$ cat config.mk
export PLATFORM = sky130hd
export DESIGN_NAME = oass_cell
export DESIGN_NICKNAME = d
export VERILOG_FILES = /design/src/design/oass_pkg.sv /design/src/design/oass_cell.sv
export SDC_FILE = /design/constraint.sdc
export NUM_CORES = 1
export LEC_CHECK = 0
export BUFFER_PORTS_ARGS = -buffer_cell sky130_fd_sc_hd__buf_2
export CAP_MARGIN = 20
export CELL_PAD_IN_SITES_DETAIL_PLACEMENT = 1
export CELL_PAD_IN_SITES_GLOBAL_PLACEMENT = 1
export CORE_ASPECT_RATIO = 1.25
export CORE_MARGIN = 2
export CORE_UTILIZATION = 28
export DETAILED_ROUTE_END_ITERATION = 10
export GPL_TIMING_DRIVEN = 0
export PLACE_DENSITY_LB_ADDON = 0.1
export SKIP_LAST_GASP = 1
export SLEW_MARGIN = 20
export SYNTH_ARGS = -nofsm -noshare
export SYNTH_HDL_FRONTEND = slang
export SYNTH_SLANG_ARGS = --single-unit
$ cat constraint.sdc
create_clock -name clk -period 1.9 [get_ports clk]
set_clock_uncertainty 0.1 [all_clocks]
set_input_delay 0.19 -clock clk [delete_from_list [all_inputs] [get_ports clk]]
set_output_delay 0.19 -clock clk [all_outputs]
set_load 0.02 [all_outputs]
$ cat src/design/oass_pkg.sv
// ----------------------------------------------------------------------------
// oass_pkg: shared types for the ordered array shift store
// Action and status codes, controller states and the update command that is
// broadcast to every storage cell.
// ----------------------------------------------------------------------------
package oass_pkg;

    localparam int WORD_W = 32;

    // Requested action of one input beat
    typedef enum logic [2:0] {
        ACT_INSERT = 3'd0,
        ACT_DELETE = 3'd1,
        ACT_POP    = 3'd2,
        ACT_READ   = 3'd3,
        ACT_WRITE  = 3'd4,
        ACT_FIND   = 3'd5,
        ACT_REMOVE = 3'd6
    } action_t;

    // Status reported with every result beat
    typedef enum logic [2:0] {
        STAT_OK       = 3'd0,
        STAT_RANGE    = 3'd1,
        STAT_FULL     = 3'd2,
        STAT_EMPTY    = 3'd3,
        STAT_NOTFOUND = 3'd4
    } status_t;

    // Controller states
    typedef enum logic [1:0] {
        S_IDLE   = 2'd0,
        S_SEARCH = 2'd1,
        S_APPLY  = 2'd2
    } state_t;

    // What every cell does in the update cycle
    typedef enum logic [1:0] {
        CELL_HOLD   = 2'd0,
        CELL_INSERT = 2'd1,
        CELL_DELETE = 2'd2,
        CELL_WRITE  = 2'd3
    } cell_op_t;

    typedef struct packed {
        cell_op_t                   op;
        logic signed [WORD_W-1:0]   word;
    } cell_upd_t;

endpackage

$ cat src/design/oass_cell.sv
// ----------------------------------------------------------------------------
// oass_cell: one storage cell of the ordered store
// Holds one entry, takes its neighbor's entry on insert or delete shifts and
// flags a search hit by position or by value.
// ----------------------------------------------------------------------------
module oass_cell #(
    parameter int IDX   = 0,
    parameter int TW    = 7,
    parameter int CNT_W = 7
) (
    input  logic                              clk,
    input  oass_pkg::cell_upd_t               upd,
    input  logic [TW-1:0]                     upd_pos,
    input  logic signed [oass_pkg::WORD_W-1:0] left_entry,
    input  logic signed [oass_pkg::WORD_W-1:0] right_entry,
    input  logic                              by_value,
    input  logic [TW-1:0]                     target,
    input  logic [CNT_W-1:0]                  fill,
    output logic signed [oass_pkg::WORD_W-1:0] entry,
    output logic                              hit
);
    import oass_pkg::*;

    localparam logic [TW-1:0]    MY_POS  = TW'(IDX);
    localparam logic [CNT_W-1:0] MY_FILL = CNT_W'(IDX);

    logic signed [WORD_W-1:0] entry_reg;
    logic signed [WORD_W-1:0] entry_next;

    // shift or overwrite on the update cycle
    always_comb
    begin
        entry_next = entry_reg;
        case (upd.op)
            CELL_INSERT:
            begin
                if (MY_POS > upd_pos)
                    entry_next = left_entry;
                else if (MY_POS == upd_pos)
                    entry_next = upd.word;
            end
            CELL_DELETE:
            begin
                if (MY_POS >= upd_pos)
                    entry_next = right_entry;
            end
            CELL_WRITE:
            begin
                if (MY_POS == upd_pos)
                    entry_next = upd.word;
            end
            default:
            begin
                entry_next = entry_reg;
            end
        endcase
    end

    always_ff @(posedge clk)
    begin
        entry_reg <= entry_next;
    end

    // search key: live entry equal to the word, or this slot selected
    always_comb
    begin
        if (by_value)
            hit = (entry_reg == upd.word) && (MY_FILL < fill);
        else
            hit = (MY_POS == target);
    end

    assign entry = entry_reg;

endmodule

==> results of run 1 <==
[cell type report]
class                           instances  area (um^2)
Fill cell                             911         4330
Timing Repair Buffer                  126          646
Clock buffer                            7         76.3
Clock inverter                          1         3.75
Buffer                                 10         62.6
Sequential cell                        32          961
Multi-Input combinational cell        151         1070
Tap cell                               92          115
[worst paths after layout]
check | end | from | cells past startpoint
max | hit | entry[15] | 5
min | entry[31] | right_entry[31] | 3
max reg2reg | entry[1] | entry[1] | 3
min reg2reg | entry[31] | entry[31] | 2
[critical path: cells and delay by family (launching register included)]
family	cells	cell delay (ns)
simple gates	2	0.50
flops	1	0.44
compound gates	1	0.21
xor+xnor	1	0.20
buf+inv	1	0.18
[power by group]
group	switching [uW]	internal [uW]
registers	46.3	853
clock network	262	255
logic	264	202
total	572	1310
[cells by family after synthesis]
group,Yosys count
flops,32
buf+inv,10
simple gates,53
compound gates,34
mux,32
xor+xnor,32
[routing by layer]
layer,up-vias,GRT usage [%]
met5,-,0
met1,907,20.3
met2,69,28.7
met3,4,4.77
met4,0,3.91
li1,965,-
[stage by stage]
| step | TNS (ns) | hold WS (ns) | area (um^2) | setup WS [ns] | instances |
|---|---|---|---|---|---|
| 4_1_cts | -0.240 | 0.0762 | 2940 | -0.240 | 419 |
| 5_1_grt | -0.313 | 0.0905 | 2940 | -0.313 | 419 |
| 3_5_place_dp | -3.68 | 0.376 | 2790 | -0.152 | 406 |
| 3_3_place_gp | -3.47 | 0.369 | 2790 | -0.151 | 406 |
| 2_1_floorplan | 0 | 0.277 | 2070 | 0.0814 | 193 |
| 6_report | -0.192 | 0.0858 | 2940 | -0.192 | 419 |
[layout by cell type, fill, tap and decap left out, types with 2 or more instances in the layout]
master	n
nor4_2	4
buf_2	122
nor3_1	2
clkbuf_8	5
clkbuf_1	5
mux2i_1	32
o21ai_1	30
buf_4	6
xor2_1	31
nor4_1	6
edfxtp_1	32
buf_6	3
nand4_1	2
o21ai_0	2
nand2_1	34
buf_1	2
[timing repair]
action | in CTS | in global routing
gates resized for setup | 5 | 0
setup endpoints to repair | 1 | 1
setup buffers | 5 | 0
pin swaps | 8 | 1
==> results.ini, run 1 <==
[hold_path]
hp-class = input pin to flop

[synthesis]
synth-compound-area-share_pct = 8.54
yosys.area_share.adder_pct = 0
synth_warnings = 0
synthSimpleGateAreaFrac_pct = 12.9
synthXorXnorAreaFrac_pct = 13.6
synth_area_um2 = 2070
muxShareOfSynthArea_pct = 15.5
synthCells = 193
yosys.area.top_type = edfxtp_1
synth_seq_area_share_pct = 46.5
synth_edf_count = 32
syn_area_per_cell_um2 = 10.7
synth_top_cell_area_share_pct = 46.5
ys_types = 21
synth-main-ff-cell = edfxtp_1
synth_top_family_by_area = multiplexers
async_flop_share_pct = 0
ys_top_cells_by_area = edfxtp_1, mux2i_1, xor2_1
yosysMostFrequentCell = nand2_1
syn_nets = 314
yosys-top-cells-count = nand2_1, edfxtp_1, mux2i_1, xor2_1, o21ai_1
synth.ff_latch_count = 32

[pwr]
peakVddDrop_mv = 0.272
leakage_uw = 0.00148
totalPowerFinal_uw = 1880
power_density_nw_per_um2 = 641

[route]
wl_met3_um = 453
wl_mm = 6.68
wl_per_cell_um = 15.9
drtIter0Drc = 76
wl_met2_mm = 3.34
wl_met1_mm = 2.84
postRouteAntennaNets = 0
drc = 0
drtPass1Iterations = 4
vias = 1945
via_per_inst = 4.64
maxUsedRoutingLayer = met4

[timing]
fmax_ghz = 0.478
fin_crit_ns = 2.09
setup_ws_ns = -0.192
rsz0062_at_grt = true
worst_pin_slew_ns = 0.913
setup_viol = 1
hold_violations = 0
relSlewSlack_pct = 39.1
finalCritPeriodShare_pct = 110
slew_viol_final = 0

[final_layout]
area_growth_pct = 42.1
utilization_pct = 40.4
drive_gt1_share_pct = 44.3
largest_reg_flops = 32
diodes = 0
nets = 447

[clocking]
cts_root_buf = clkbuf_8
clkTransAtPathRegs_ns = 0.07
cts_tree = yes
cts_buffers = 5
hold_buffers = 0
clk-insertion-delay-late_ns = 0.28
clock_path_buffers = 2
htree_levels = 2
cts_sinks = 32

[critical_path]
path_class = flop to output port
cp.arrival_ns = 1.80
r2r_slack_ns = 0.76
start_kind = flop
crit_fanout = 3
crit_slowest_cell = edfxtp_1
worstPathRequired_ns = 1.61
path_cells = xor2_1 -> nor4_2 -> nand4_1 -> o31ai_2 -> buf_4
worst_path_largest_cell_delay_ns = 0.44
endpoint_kind = output port

[global_route]
grt-ovfl-total = 0
grt_pass1_wl_mm = 10.2
grt_max_degree = 33
grt_pass1_vias = 2012
grt_usage_pct = 16.6
antenna_found_initial = 0

[run_status]
status = complete, but fails checks
violations = negative setup slack

[placement]
routabilityCongestion = 0.684
io_buffers = 121
hpwl_mm = 5.16

[die]
ios = 154
dieArea_um2 = 8090
fp-row-count = 35
die_h_um = 100
coreArea_um2 = 7270
initial_core_util_pct = 28.4
die_x_um = 80.9

[job]
cap_violations = 0

(Power assumes the default switching activity.)
==> run 2: changes to the inputs <==
BUFFER_PORTS_ARGS = not set   (was -buffer_cell sky130_fd_sc_hd__buf_2)
CORE_UTILIZATION = 42   (was 28)
DONT_BUFFER_PORTS = 1   (was not set)
RECOVER_POWER = 25   (was not set)
==> run 2 against run 1 <==
  * The flow still finishes with violations (negative setup slack)
  * Global-route usage is 3.8 points higher
  * Non-clock buffer count is 125 lower
  * Flip-flop and latch count stayed put
  * Routed wire length is 16% lower
  * Clock power is 22% higher
  * Sequential power is 9.2% higher
  * Combinational power is 51% lower
  * Largest cell class unchanged
  * Largest power group unchanged
==> results.ini, run 2 (synthesized netlist as in run 1, its figures left out) <==
[critical_path]
crit_fanout = 3  ; unchanged
crit_path_end = hit
path_depth = 4  ; -1
endpoint_kind = output port
r2r_slack_ns = 0.72  ; -0.04 ns
critPathBufInv = 0  ; -1
crit_family = simple AND/OR/NAND/NOR gates
crit_slowest_cell = edfxtp_1
cp.arrival_ns = 1.95  ; +0.15 ns
worstReg2RegEnd = entry[11]
reg2reg_from = entry[11]
path_cells = xor2_1 -> nor4_2 -> nand4_1 -> o31ai_4
path_class = flop to output port
worstPathRequired_ns = 1.61  ; about the same
worst_path_largest_cell_delay_ns = 0.52  ; +0.08 ns
start_kind = flop
reg2regPathDepth = 2  ; -1
startpoint = entry[11]

[clocking]
cts_buffers = 5  ; unchanged
htree_levels = 2  ; unchanged
cts_tree = yes
clk-insertion-delay-late_ns = 0.28  ; about the same
clkTransAtPathRegs_ns = 0.07  ; about the same
cts_sinks = 32  ; unchanged
cts_root_buf = clkbuf_8
clock_path_buffers = 2  ; unchanged

[final_layout]
stdcell_count = 262  ; -37%
ff_latch_area_um2 = 961  ; unchanged
utilization_pct = 48.9  ; +8.5 points
diodes = 0  ; unchanged
drive_gt1_share_pct = 10.4  ; -34 points
layout_commonest_cell = nand2_1
multi_input_area_um2 = 1100  ; +2.3%
area_growth_pct = 11.9
fill_cells = 529  ; -42%
largest_reg_flops = 32  ; unchanged
layout_common_cells = nand2_1, mux2i_1, edfxtp_1
nets = 322  ; -28%

[global_route]
grt_pass1_wl_mm = 8.24  ; -19%
grt-ovfl-total = 0  ; unchanged
grt_usage_pct = 20.4  ; +3.8 points
grt_max_degree = 33  ; unchanged
grt_pass1_vias = 1661  ; -17%
antenna_found_initial = 0  ; unchanged

[timing]
hold_violations = 0  ; unchanged
setup_viol = 1  ; unchanged
worst_pin_slew_ns = 0.857  ; -0.0564 ns
fmax_ghz = 0.446  ; -6.7%
fin_crit_ns = 2.24  ; +0.151 ns
finalCritPeriodShare_pct = 118  ; +7.9 points
setup_ws_ns = -0.342  ; -0.151 ns
rsz0062_at_grt = true
relSlewSlack_pct = 42.9  ; +3.8 points
slew_viol_final = 0  ; unchanged

[run_status]
violations = negative setup slack
status = complete, but fails checks

[route]
postRouteAntennaNets = 0  ; unchanged
via_per_inst = 5.88  ; +27%
maxUsedRoutingLayer = met4
drc = 0  ; unchanged
wl_met2_mm = 2.99  ; -10%
wl_mm = 5.62  ; -16%
drtPass1Iterations = 4  ; unchanged
wl_met3_um = 534  ; +18%
vias = 1540  ; -21%
wl_met1_mm = 2.04  ; -28%
drtIter0Drc = 28  ; -63%
wl_per_cell_um = 21.5  ; +35%

[placement]
routabilityCongestion = 0.661  ; -3.4%
io_buffers = 0  ; -100%
hpwl_mm = 4.40  ; -15%
placed_cells = 253  ; -38%

[die]
ios = 154  ; unchanged
coreArea_um2 = 4730  ; -35%
die_x_um = 66.7  ; -17%
die_h_um = 82.4  ; -18%
dieArea_um2 = 5500  ; -32%
initial_core_util_pct = 43.7  ; +15 points
fp-row-count = 28  ; -20%

[pwr]
leakage_uw = 0.000996  ; -33%
power_density_nw_per_um2 = 796  ; +24%
peakVddDrop_mv = 0.396  ; +46%

[job]
cap_violations = 0  ; unchanged

[hold_path]
hp-start = right_entry[14]
hp-class = input pin to flop

run 2: cell types whose count changed in the layout (fill, tap and decap cells not counted):
cell | previous run | this run
o31ai_2 | 1 | 0
clkbuf_1 | 5 | 3
buf_4 | 6 | 0
nor4_4 | 1 | 2
xor2_2 | 0 | 1
xor2_1 | 31 | 30
clkinv_1 | 1 | 2
nor4_2 | 4 | 3
bufinv_16 | 0 | 1
o31ai_4 | 0 | 1
dlygate4sd3_1 | 0 | 1
buf_2 | 122 | 2
run 2: worst min path at each step:
| stage | end | slack (ns) | cells after the start |
|---|---|---|---|
| 3_5_place_dp | entry[21] | 0.30 | 2 |
| 2_1_floorplan | entry[21] | 0.28 | 2 |
| 6_report | entry[14] | 0.01 | 2 |
| 4_1_cts | entry[14] | 0.001 | 2 |
| 3_3_place_gp | entry[8] | 0.29 | 2 |
| 5_1_grt | entry[11] | 0.004 | 2 |
run 2: layer usage:
layer	vias to the layer above	GRT usage, %
li1	714	-
met2	83	35.7
met1	737	23.8
met4	0	6.12
met5	-	0
met3	6	6.50
run 2: power breakdown:
| part | total (uW) | internal (uW) | switching (uW) |
|---|---|---|---|
| clock network | 631 | 382 | 249 |
| logic | 229 | 98.7 | 130 |
| registers | 982 | 855 | 127 |
| total | 1840 | 1340 | 506 |
run 2: final cells by class:
cell class | instances | area share (%)
timing repair buffer | 1 | 0.433
clock buffer | 5 | 2.97
sequential | 32 | 41.5
multi-input combinational | 151 | 47.5
tap | 60 | 3.24
clock inverter | 3 | 1.62
buffer | 10 | 2.70
run 2: repair_timing:
item / in CTS / in global routing
setup buffers: 0 / 0
gates resized for setup: 3 / 4
hold buffers: 1 / 0
pin swaps: 3 / 6
endpoints found under the hold margin: 1 / 0
endpoints found under the setup margin: 1 / 1
run 2: metrics by stage:
step	TNS (ns)	total power (uW)	worst slack (ns)	hold slack, ns	instance area, um^2
finish	-0.342	1840	-0.342	0.00997	2310
global placement	-0.232	1200	-0.232	0.287	2150
CTS	-0.400	1850	-0.400	0.00118	2280
detailed placement	-0.288	1210	-0.288	0.295	2150
global route	-0.438	1930	-0.438	0.00418	2310
floorplan	0	1140	0.0814	0.277	2070
